## config.mk

```make
export PLATFORM = sky130hd
export DESIGN_NAME = cna_div_stage
export DESIGN_NICKNAME = d
export VERILOG_FILES = /design/src/rtl/core/cna_pkg.sv /design/src/rtl/core/cna_div_stage.sv
export SDC_FILE = /design/constraint.sdc
export NUM_CORES = 1
export LEC_CHECK = 0
export BUFFER_PORTS_ARGS = -buffer_cell sky130_fd_sc_hd__buf_2
export CAP_MARGIN = 20
export CORE_AREA = 5 5 364 366
export DETAILED_ROUTE_END_ITERATION = 10
export DIE_AREA = 0 0 369 371
export RECOVER_POWER = 50
export SYNTH_ARGS = -nofsm -noshare
export SYNTH_HDL_FRONTEND = slang
export SYNTH_SLANG_ARGS = --single-unit
```

## constraint.sdc

```tcl
create_clock -name clk_i -period 0.8 [get_ports clk_i]
set_clock_uncertainty 0.1 [all_clocks]
set_input_delay 0.04 -clock clk_i [delete_from_list [all_inputs] [get_ports clk_i]]
set_output_delay 0.04 -clock clk_i [all_outputs]
set_load 0.1 [all_outputs]
```

## src/rtl/core/cna_pkg.sv

```systemverilog
package cna_pkg;

  localparam int FIELD_W        = 32;
  localparam int OP_W           = 3;
  localparam int TOL_W          = 16;
  localparam int MAG_W          = 64;
  localparam int QUO_W          = 41;
  localparam int WIDE_W         = 66;
  localparam int DATA_WIDTH_DEF = 32;
  localparam int FRAC_BITS_DEF  = 16;

  typedef enum logic [OP_W-1:0] {
    OP_ADD  = 3'd0,
    OP_SUB  = 3'd1,
    OP_MUL  = 3'd2,
    OP_DIV  = 3'd3,
    OP_CONJ = 3'd4,
    OP_NEG  = 3'd5,
    OP_CMP  = 3'd6
  } cna_op_e;

  // side-band that rides alongside the divider
  typedef struct packed {
    logic               is_div;
    logic               div_zero;
    logic               neg_re;
    logic               neg_im;
    logic [FIELD_W-1:0] res_re;
    logic [FIELD_W-1:0] res_im;
    logic               is_equal;
    logic               saturated;
  } cna_side_t;

  typedef struct packed {
    logic [MAG_W-1:0] num_re;
    logic [MAG_W-1:0] num_im;
    logic [MAG_W-1:0] den;
    logic [MAG_W-1:0] rem_re;
    logic [MAG_W-1:0] rem_im;
    logic [QUO_W-1:0] quo_re;
    logic [QUO_W-1:0] quo_im;
    logic             stk_re;
    logic             stk_im;
  } cna_div_t;

  typedef struct packed {
    logic [FIELD_W-1:0] val;
    logic               clip;
  } cna_sat_t;

  function automatic cna_sat_t cna_sat(input logic signed [WIDE_W-1:0] v,
                                       input logic signed [WIDE_W-1:0] maxv,
                                       input logic signed [WIDE_W-1:0] minv);
    cna_sat_t s;
    if (v > maxv) begin
      s.val  = maxv[FIELD_W-1:0];
      s.clip = 1'b1;
    end else if (v < minv) begin
      s.val  = minv[FIELD_W-1:0];
      s.clip = 1'b1;
    end else begin
      s.val  = v[FIELD_W-1:0];
      s.clip = 1'b0;
    end
    return s;
  endfunction

endpackage

```

## src/rtl/core/cna_div_stage.sv

```systemverilog
module cna_div_stage (
  input  logic               clk_i,
  input  logic               rst_ni,
  input  logic               valid_i,
  input  cna_pkg::cna_side_t side_i,
  input  cna_pkg::cna_div_t  div_i,
  output logic               valid_o,
  output cna_pkg::cna_side_t side_o,
  output cna_pkg::cna_div_t  div_o
);

  localparam int M = cna_pkg::MAG_W;
  localparam int Q = cna_pkg::QUO_W;

  logic [M:0]        sh_re, sh_im, den_x, df_re, df_im;
  logic              ge_re, ge_im;
  cna_pkg::cna_div_t div_d;

  // one restoring step per lane; dividend bits come off the top of num
  always_comb begin
    den_x  = {1'b0, div_i.den};
    sh_re  = {div_i.rem_re, div_i.num_re[M-1]};
    sh_im  = {div_i.rem_im, div_i.num_im[M-1]};
    ge_re  = (sh_re >= den_x);
    ge_im  = (sh_im >= den_x);
    df_re  = sh_re - den_x;
    df_im  = sh_im - den_x;

    div_d        = div_i;
    div_d.num_re = div_i.num_re << 1;
    div_d.num_im = div_i.num_im << 1;
    div_d.rem_re = ge_re ? df_re[M-1:0] : sh_re[M-1:0];
    div_d.rem_im = ge_im ? df_im[M-1:0] : sh_im[M-1:0];
    div_d.quo_re = {div_i.quo_re[Q-2:0], ge_re};
    div_d.quo_im = {div_i.quo_im[Q-2:0], ge_im};
    div_d.stk_re = div_i.stk_re | div_i.quo_re[Q-1];
    div_d.stk_im = div_i.stk_im | div_i.quo_im[Q-1];
  end

  always_ff @(posedge clk_i or negedge rst_ni) begin
    if (!rst_ni) begin
      valid_o <= 1'b0;
    end else begin
      valid_o <= valid_i;
    end
  end

  always_ff @(posedge clk_i) begin
    side_o <= side_i;
    div_o  <= div_d;
  end

endmodule

```

# Word level (Yosys, flattened, before mapping)
# Index checks and enable logic that the tools add are counted.
dict set report classes {
  addsub 2
  n_lt_le_gt_ge 2
  mux 2
  bitwise_logic 2
}
# op n
set op_table {}
lappend op_table {{greater-or-equal comparator 65 x 64 -> 1 bit} 2}
lappend op_table {{two-way mux 64 bit} 2}
lappend op_table {{subtractor 64 bit} 2}
lappend op_table {{bitwise OR 1 bit} 2}
dict set report word_totals {
  regBits 473
  out_inout_bits 475
}

# Depth between registers and ports, before layout
# Gate-level depths: netlist (run 1).
dict set report logic_depth {
  ltp_word 2
  depth_mapped 15
}

# Least setup slack after synthesis (run 1)
# Ideal clock, no wire load.
dict set report synth_timing {
  kind {input port to flip-flop}
  from {input port div_i[403] (netlist name)}
  to {register div_o[210] (netlist name)}
  setup_time_ns 0.121
  t_arrival_ns 2.540
  path_slack_ns -1.962
  stages 13
  cell_sequence {inv_1 ha_1 fa_1 nand2b_1 a21oi_1 o21ai_0 o211ai_2 a22oi_2 o41ai_2 a311oi_2 a22oi_1 xor2_1 mux2_4}
}
# item line_no
set synth_rtl {}
lappend synth_rtl {{start, declared} cna_div_stage.sv:6} ;# input cna_pkg::cna_div_t div_i,
lappend synth_rtl {{end signal, assigned} cna_div_stage.sv:50} ;# div_o <= div_d;
lappend synth_rtl {{end, declared} cna_div_stage.sv:9} ;# output cna_pkg::cna_div_t div_o

==> results of run 1 <==
## per-stage QoR
step	instances	TNS [ns]	power (W)
final	5880	-447.14	0.1087
after global routing	5871	-482.76	0.1126
after CTS	5782	-476.22	0.1089
after detailed placement	4990	-320.15	0.07280
after global placement	4990	-314.26	0.07265
after floorplan	1878	-224.49	0.05232
## routing by layer
metal / track usage (%) / vias up / part of all wire, %
met5: 0 / - / 0.14
met4: 7.906 / 34 / 4.7
met3: 7.465 / 288 / 8.9
met2: 36.91 / 989 / 49
met1: 23.39 / 11264 / 38
li1: - / 11193 / -
## what timing repair did
item	4_1_cts	5_1_grt
pin swaps	70	83
endpoints found under the setup margin	603	656
cloned	9	3
endpoints found under the hold margin	472	136
hold buffers	640	51
gates resized for setup	192	195
setup buffers	34	30
## logic make-up (layout without fill, tap and decap cells)
logic type | Yosys count | after routing | share of synthesized area, %
buffers and inverters | 172 | 2483 | 4.094
multiplexers | 64 | 64 | 4.565
other | 1 | 18 | 0.01963
flip-flops | 473 | 473 | 49.59
adder cells (fa/ha/maj) | 130 | 130 | 8.593
XOR/XNOR | 118 | 118 | 5.410
AO/OA/AOI/OAI | 517 | 517 | 17.56
AND/OR/NAND/NOR | 402 | 402 | 10.17
## where the power goes
part	switching (W)	internal (W)
clock	0.0125	0.0188
sequential	0.00213	0.0264
combinational	0.0286	0.0202
## Yosys cell counts (5+ instances only)
cell type	n	area [µm²]
dfxtp_1	472	9449
nand2_1	168	630.6
a21oi_1	141	705.7
ha_1	128	1602
o21ai_0	119	595.6
inv_1	94	352.8
a21o_1	80	600.6
xnor2_1	67	586.8
nor2_1	57	214.0
xor2_1	51	446.7
clkbuf_1	50	187.7
mux2_4	42	630.6
nand4_1	37	231.5
nand3_1	31	155.2
nor3_1	22	110.1
a31oi_1	19	118.9
o21a_1	18	135.1
o21bai_1	17	127.6
mux2_2	15	168.9
o21ai_1	15	75.07
buf_2	14	70.07
and3_1	13	81.33
a211oi_1	12	90.09
nand2b_1	12	75.07
nor2b_1	12	75.07
o31ai_1	12	90.09
o211ai_1	10	75.07
a21boi_0	8	60.06
buf_4	8	60.06
or2_2	8	50.05
or3_1	8	50.05
nor4_1	7	43.79
a211o_1	6	52.55
buf_12	5	100.1
mux2i_1	5	50.05
## registers in the layout (all words and copies together), names as in the netlist
signal	count
div_o	402
side_o	70
valid_o	1
## layout by cell type (no fill, tap or decap), drive strengths merged, types with 5 or more instances in the layout
master,count
buf,1566
dlygate4sd3,691
dfxtp,472
nand2,168
a21oi,143
o21ai,137
ha,128
inv,96
clkbuf,92
a21o,80
xnor2,67
mux2,59
nor2,58
xor2,51
nand4,37
nand3,31
nor3,23
a31oi,22
o21a,18
o21bai,17
diode,16
clkinv,14
bufinv,13
o211ai,13
and3,13
a211oi,13
o31ai,13
nand2b,12
nor2b,12
clkinvlp,11
a21boi,9
or3,8
or2,8
nor4,8
a211o,6
and2,5
mux2i,5
## area by class of cell
cell class / instances / area, µm²
Multi-Input combinational cell: 1233 / 10620
Inverter: 94 / 473.0
Sequential cell: 473 / 10060
Antenna cell: 16 / 40.04
Clock inverter: 40 / 645.6
Clock buffer: 74 / 1615
Timing Repair Buffer: 2275 / 24160
Tap cell: 1675 / 2096
Fill cell: 12314 / 79110
## worst max-delay path, delay by kind of cell
family                   cells  cell delay (ns)
XOR/XNOR                     1             0.10
buffers and inverters        3             0.41
adder cells (fa/ha/maj)      2             0.53
AO/OA/AOI/OAI                7             1.25
multiplexers                 1             0.26
AND/OR/NAND/NOR              1             0.17
## worst max path at each step
stage	endpoint	depth (start not counted)
global placement	div_o[126]	17
detailed placement	div_o[113]	17
CTS	div_o[200]	15
floorplan	div_o[165]	13
global route	div_o[155]	15
finish	div_o[208]	15
==> summary.md, run 1 <==
| Metric | Value |
|---|---|
| Status | complete, but fails checks |
| Failing checks | negative hold slack, negative setup slack |
| Setup CP Type | in2reg |
| Worst Tran Pin Value | ~0.52 ns |
| Finished Core Util | 38.59% |
| GR Util All Layers | around a fifth |
| # setup viols final | between 700 and 800 |
| Clock sink count | approximately 470 |
| Crit end category | flip-flop |
| Worst path slowest cell | fa_2 |
| CTS tree | built |
| Cts bufs inserted | about 60 |
| Post-route setup slack | -1.543 ns |
| Power density over cell area | 2186 mW/mm² |
| Number of I/O pins | 952 |
| Worst Hold End | div_o[242] |
| Crit path DAT | roughly 2.8 ns |
| Wire length per cell | approximately 26 µm |
| MaxCap Viol Count | 0 |
| Vias per cell | 4.042 |
| Worst setup SP type | input pin |
| Via count | 23768 |
| Drt pass-1 iters | 5 |
| Cell area after layout | approximately 0.050 mm² |
| CORE AREA | between 0.1 and 0.15 mm² |
| DRC viols | 0 |
| Gate count of the mapped netlist | 1877 |
| Max Buffers Root-to-Sink | 3 |
| Final period utilization | 292.8% |
| Global-route wire length before repair | 200.3 mm |
| 1st-iter DRT viols | 970 |
| Synth-to-Final Area Change | 160.3% |
| Ys flop type | dfxtp_1 |
| Min-Delay Startpoint | div_i[242] |
| Root Driver | clkbuf_16 |
| Peak supply drop | 1617 µV |
| Final min period | ~2.3 ns |
| Nets@finish | ~4700 |
| Vias in the first global route | about 25000 |
| Static leakage | 22.23 nW |
| Yosys warning count | 0 |
| Worst Hold Depth | 1 |
| Post-place setup slack | -2.601 ns |
| Hold_ws | -0.6324 ns |
| WL final | 151.9 mm |
| Mapped cell area | 0.01910 mm² |
| Seq/Total Area, Yosys | 49.59% |
| Unique masters post-synth | 92 |
| Post-Syn Area per Cell | 10.18 µm² |
| Clock-pin slew on the worst setup and hold paths | approximately 0.06 ns |
| Die area | between 0.1 and 0.15 mm² |
| Largest net degree at the start of global routing | 27 |
| Layout cells sized above 1 | between 50% and 60% |
| CP required | approximately 1.3 ns |
| Total gr overflow | 0 |
| Most used cell, CP | buf_4 |
| Final Wtd Congestion | 0.9371 |
| Number of enable flip-flop cells after synthesis | 0 |
| Placed Area | 0.03819 mm² |
| Post-route ant nets | 0 |
| CP cell instances | buf_12, ha_4, fa_2, nand2b_4, a21oi_4, o211ai_1, buf_4, a211oi_2, buf_4, o31ai_4, o21ai_4, a2111oi_4, o41ai_2, xor2_1, mux2_4 |
| Final count of pins violating max slew | 0 |
| Starting Density | between 10 and 15% |
| Die width | 369 µm |
| Asr flop ratio synth | less than 1% |
| Crit path launch | div_i[212] |
| CTS H-tree depth | 2 |
| RSZ-0062 raised after global routing | true |
| IO buf count | 949 |
| Initial antenna violation count | 106 |
| Synth Register Bits | between 400 and 500 |
| Final HPWL DP | approximately 120 mm |
| Hold Path Class | in2reg |
| F_max | around 430 MHz |
| Slew margin rel. | roughly 65% |
| Row cnt | between 100 and 150 |
| Final hold violations | 91 |
| CP max FO | 3 |
| Die H | approximately 370 µm |
| Slowest stage delay, CP | between 0.3 and 0.4 ns |
No activity file was read; power rests on OpenSTA's default activity.
==> run 2: changes to the inputs <==
CAP_MARGIN = default   (was 20)
SKIP_CTS_REPAIR_TIMING = 1   (was default)
==> summary.md, run 2 (synthesized netlist as in run 1, its figures left out) <==
| Metric | Value |
|---|---|
| Status | complete, but fails checks |
| Failing checks | negative hold slack, negative setup slack |
| Clock-pin slew on the worst setup and hold paths | roughly 0.060 ns |
| CP cell instances | clkbuf_1, inv_4, buf_12, ha_4, a21o_1, a31oi_1, buf_4, a311o_1, nor3_4, nor2_4, o221ai_4, a31oi_4, buf_12, buf_12, buf_6, o31ai_1 |
| Drt pass-1 iters | 6 |
| Post-route setup slack | -1.689 ns |
| Finished Core Util | between 30% and 40% |
| Initial antenna violation count | 112 |
| Final count of pins violating max slew | 0 |
| CP top delay family | compound AO/OA/AOI/OAI gates |
| Total gr overflow | 0 |
| RSZ-0062 raised after global routing | true |
| Cell area after layout | roughly 0.048 mm² |
| Final period utilization | 311.1% |
| Hold Path Class | in2reg |
| Vias per cell | around 4 |
| Slowest stage delay, CP | 0.47 ns |
| Global-route wire length before repair | ~180 mm |
| Worst path bufs/invs | 7 |
| CORE AREA | roughly 0.13 mm² |
| 1st-iter DRT viols | about 1200 |
| Multi-input logic area | between 0.009 and 0.01 mm² |
| F_max | ~400 MHz |
| Min-Delay Startpoint | div_i[214] |
| Cts bufs inserted | about 60 |
| DRC viols | 0 |
| Commonest cells after routing, fill and taps aside | dlygate4sd3_1, buf_4, buf_12 |
| Vias in the first global route | a little over 20000 |
| Die H | approximately 370 µm |
| Die width | between 300 and 400 µm |
| Power density over cell area | around 2200 mW/mm² |
| Crit path DAT | 2.96 ns |
| Setup CP Type | in2reg |
| Worst setup SP type | input pin |
| Via count | approximately 24000 |
| Hold_ws | -0.6088 ns |
| CTS tree | built |
| CP required | ~1.3 ns |
| Largest net degree at the start of global routing | approximately 50 |
| Number of I/O pins | about 950 |
| Layer carrying the most global-route usage | met2 |
| # setup viols final | 719 |
| Worst path slowest cell | a311o_1 |
| FF+latch area | between 0.01 and 0.015 mm² |
| Final Wtd Congestion | 0.9371 |
| MaxCap Viol Count | 0 |
| Final hold violations | slightly above 90 |
| Crit end category | flip-flop |
| Root Driver | clkbuf_16 |
| Die area | 0.1369 mm² |
| Setup_tns | -465.34 ns |
| Starting Density | between 10 and 15% |
| Final HPWL DP | roughly 120 mm |
| Met1 Track Usage GR | a little over a fifth |
| IO buf count | between 900 and 1000 |
| Met3 usage | around 6.9% |
| Max Buffers Root-to-Sink | 3 |
| Dpl cells | 4990 |
| Row cnt | between 100 and 150 |
| Biggest register | div_o |
| Placed Area | approximately 0.038 mm² |
| Wire length per cell | 26.02 µm |
| Most used cell, CP | buf_12 |
| Post-route ant nets | 0 |
| Final min period | 2.489 ns |
| Nets@finish | around 4700 |
| Met2 usage | 34.24% |
| Static leakage | between 20 and 25 nW |
| Layout Cells excl Fill | approximately 5800 |
| Layout cells sized above 1 | roughly 56% |
| Synth-to-Final Area Change | 151.4% |
| CP max FO | 12 |
| CTS H-tree depth | 2 |
| Max reg flops | ~400 |
| WL final | between 150 and 200 mm |
| Most common cell after layout, fill and taps aside | dlygate4sd3_1 |
| Crit path launch | div_i[226] |
| Clock sink count | roughly 470 |
| Top Registers | div_o: 402 flops, side_o: 70 flops, valid_o: 1 flops |
| Filler Cells Inserted | between 10000 and 15000 |
| GR Util All Layers | between 10% and 20% |
| Peak supply drop | about 1700 µV |
[run 2: final cells by class]
| type | instances | area share, % |
|---|---|---|
| Timing Repair Buffer | 2200 | 48.42 |
| Sequential cell | 473 | 20.85 |
| Multi-Input combinational cell | 1233 | 20.70 |
| Tap cell | 1675 | 4.363 |
| Clock buffer | 74 | 3.363 |
| Clock inverter | 40 | 1.344 |
| Inverter | 94 | 0.8804 |
| Antenna cell | 15 | 0.07814 |
[run 2: final timing paths]
path                              end  slack [ns]  depth (start not counted)
worst max-delay path       div_o[108]       -1.69                         16
worst min-delay path       div_o[214]       -0.61                          1
max in group asynchronous     valid_o        0.05                          3
min in group asynchronous     valid_o        0.44                          3
[run 2: power breakdown]
| part | switching, W | internal [W] | total, W | leakage, nW |
|---|---|---|---|---|
| clock | 0.0125 | 0.0188 | 0.0313 | 1.08 |
| sequential | 0.00214 | 0.0264 | 0.0285 | 4.00 |
| combinational | 0.0281 | 0.0193 | 0.0474 | 16.6 |
| total | 0.0428 | 0.0645 | 0.107 | 21.7 |
[run 2: layer usage]
layer | share of wire, % | up-vias
met4 | 3.7 | 28
met5 | 0.11 | -
met1 | 39 | 11243
met3 | 8.3 | 267
met2 | 49 | 990
li1 | - | 11048
[run 2: per-stage QoR]
stage,worst slack [ns],power [W]
after detailed placement,-2.601,0.07280
after floorplan,-1.789,0.05232
after global placement,-2.548,0.07265
final,-1.689,0.1073
after CTS,-1.879,0.1049
after global routing,-1.752,0.1112
==> run 3: changes to the inputs <==
CORE_AREA = 2 2 372 374   (was 5 5 364 366)
DIE_AREA = 0 0 374 376   (was 0 0 369 371)
==> summary.md, run 3 (synthesized netlist as in run 1, its figures left out) <==
| Metric | Value |
|---|---|
| # setup viols final | between 700 and 800 |
| Final period utilization | 310.5% |
| Die H | between 300 and 400 µm |
| Drt pass-1 iters | 6 |
| Clock-pin slew on the worst setup and hold paths | roughly 0.06 ns |
| Reg power frac | a little over a quarter |
| IO buf count | 949 |
| Root Driver | clkbuf_16 |
| Top Registers | div_o: 402 flops, side_o: 70 flops, valid_o: 1 flops |
| RSZ-0062 raised after global routing | true |
| Sw Ratio | just over 40% |
| Wire length per cell | about 25 µm |
| Nets@finish | about 4700 |
| MaxCap Viol Count | 0 |
| Initial antenna violation count | 115 |
| Post-route ant nets | 0 |
| DRC viols | 0 |
| Global-route wire length before repair | approximately 180 mm |
| Die area | around 0.14 mm² |
| Final count of pins violating max slew | 0 |
| FF+latch area | around 0.01 mm² |
| Via count | about 23000 |
| Row cnt | between 100 and 150 |
| Clock power frac | 29.3% |
| Met1 Wirelength | 55.23 mm |
| CTS tree | built |
| Final Wtd Congestion | between 0.9 and 1 |
| Total gr overflow | 0 |
| Worst Hold Depth | 1 |
| Worst Hold End | div_o[215] |
| Biggest register | div_o |
| Highest Signal Layer | met5 |
| Routed wl met2 | between 70 and 80 mm |
| Power density over cell area | 2205 mW/mm² |
| F_max | 402.6 MHz |
| Failing checks | negative hold slack, negative setup slack |
| CORE AREA | 0.1366 mm² |
| Setup CP Type | in2reg |
| Min-Delay Startpoint | div_i[215] |
| Power Internal | 0.06486 W |
| Final HPWL DP | ~120 mm |
| Vias in the first global route | 20985 |
| Cts bufs inserted | 66 |
| Filler Cells Inserted | 13266 |
| Power Total | around 0.11 W |
| Most common cell after layout, fill and taps aside | dlygate4sd3_1 |
| Crit path DAT | 2.95 ns |
| Multi-input logic area | roughly 0.010 mm² |
| Peak supply drop | 1975 µV |
| Worst setup SP type | input pin |
| Final hold violations | 130 |
| Final min period | around 2.5 ns |
| Die width | ~370 µm |
| CTS H-tree depth | 3 |
| CP max FO | 6 |
| Number of I/O pins | ~950 |
| Layout cells sized above 1 | approximately 59% |
| GR Util All Layers | between 10% and 20% |
| Static leakage | approximately 22 nW |
| Commonest cells after routing, fill and taps aside | dlygate4sd3_1, buf_4, buf_12 |
| Switch Pwr | 0.04365 W |
| Hold Path Class | in2reg |
| Max Buffers Root-to-Sink | 3 |
| 1st-iter DRT viols | around 900 |
| Max reg flops | between 400 and 500 |
| Vias per cell | 3.949 |
| Cell area after layout | about 0.049 mm² |
| Clock sink count | ~470 |
| Combinational group share of total power | approximately 44% |
| Hold_ws | -0.6231 ns |
| Status | complete, but fails checks |
| Largest net degree at the start of global routing | 48 |
| Starting Density | about 14% |
| Post-place setup slack | -3.095 ns |
| CP required | approximately 1.3 ns |
| Placed Area | approximately 0.039 mm² |
| Crit end category | flip-flop |
| Synth-to-Final Area Change | 157.6% |
| WL final | about 150 mm |
| Setup_tns | -456.07 ns |
| Post-route setup slack | -1.684 ns |
| Routed met3 length | around 15 mm |
==> run 3: worst max-delay path by stage <==
stage / start / end / slack (ns) / cells past startpoint
global route: div_i[231] / div_o[108] / -1.73 / 17
CTS: div_i[252] / div_o[124] / -2.39 / 16
finish: div_i[231] / div_o[108] / -1.68 / 17
global placement: div_i[248] / div_o[124] / -2.99 / 15
floorplan: div_i[248] / div_o[165] / -1.79 / 13
detailed placement: div_i[248] / div_o[124] / -3.09 / 15
==> run 3: critical path: stages <==
cell,delay (ns)
clkbuf_1,0.10
inv_2,0.07
ha_4,0.28
nand2_4,0.05
buf_6,0.12
o21ai_2,0.15
nor2_1,0.09
a311o_2,0.44
nor3_4,0.29
buf_6,0.15
nor2_4,0.04
o221ai_4,0.19
a31oi_4,0.16
buf_12,0.20
buf_12,0.14
clkbuf_16,0.16
o31ai_4,0.23
==> run 3: routing by layer <==
| layer | GRT usage, % | vias up |
|---|---|---|
| met1 | 19.07 | 11151 |
| met3 | 9.867 | 288 |
| met4 | 4.728 | 78 |
| met5 | 0 | - |
| met2 | 33.83 | 890 |
| li1 | - | 11087 |
==> run 3: power groups by stage <==
stage / registers (W) / logic, W / clock network [W]
global route: 0.0289 / 0.0498 / 0.0336
detailed placement: 0.0291 / 0.0438 / 0
floorplan: 0.0446 / 0.00768 / 0
finish: 0.0287 / 0.0481 / 0.0317
global placement: 0.0291 / 0.0437 / 0
CTS: 0.0286 / 0.0439 / 0.0327
==> run 3: stage by stage <==
step           hold slack [ns]  std cells  util, %
5_1_grt                -0.6549       5937    35.99
4_1_cts                 -1.003       5236    29.87
6_report               -0.6231       5949    36.01
3_5_place_dp           -0.2768       5120    28.20
2_1_floorplan          -0.3556       1878        -
3_3_place_gp           -0.2807       5120    28.20
==> run 3: final cells by class <==
cell class,count,area share (%)
flip-flops and latches,473,20.44
inverters,94,0.9281
clock buffers,83,3.651
multi-input cells,1233,21.33
repair buffers,2215,48.00
clock inverters,33,0.9688
well taps,1794,4.562
diodes,24,0.1221
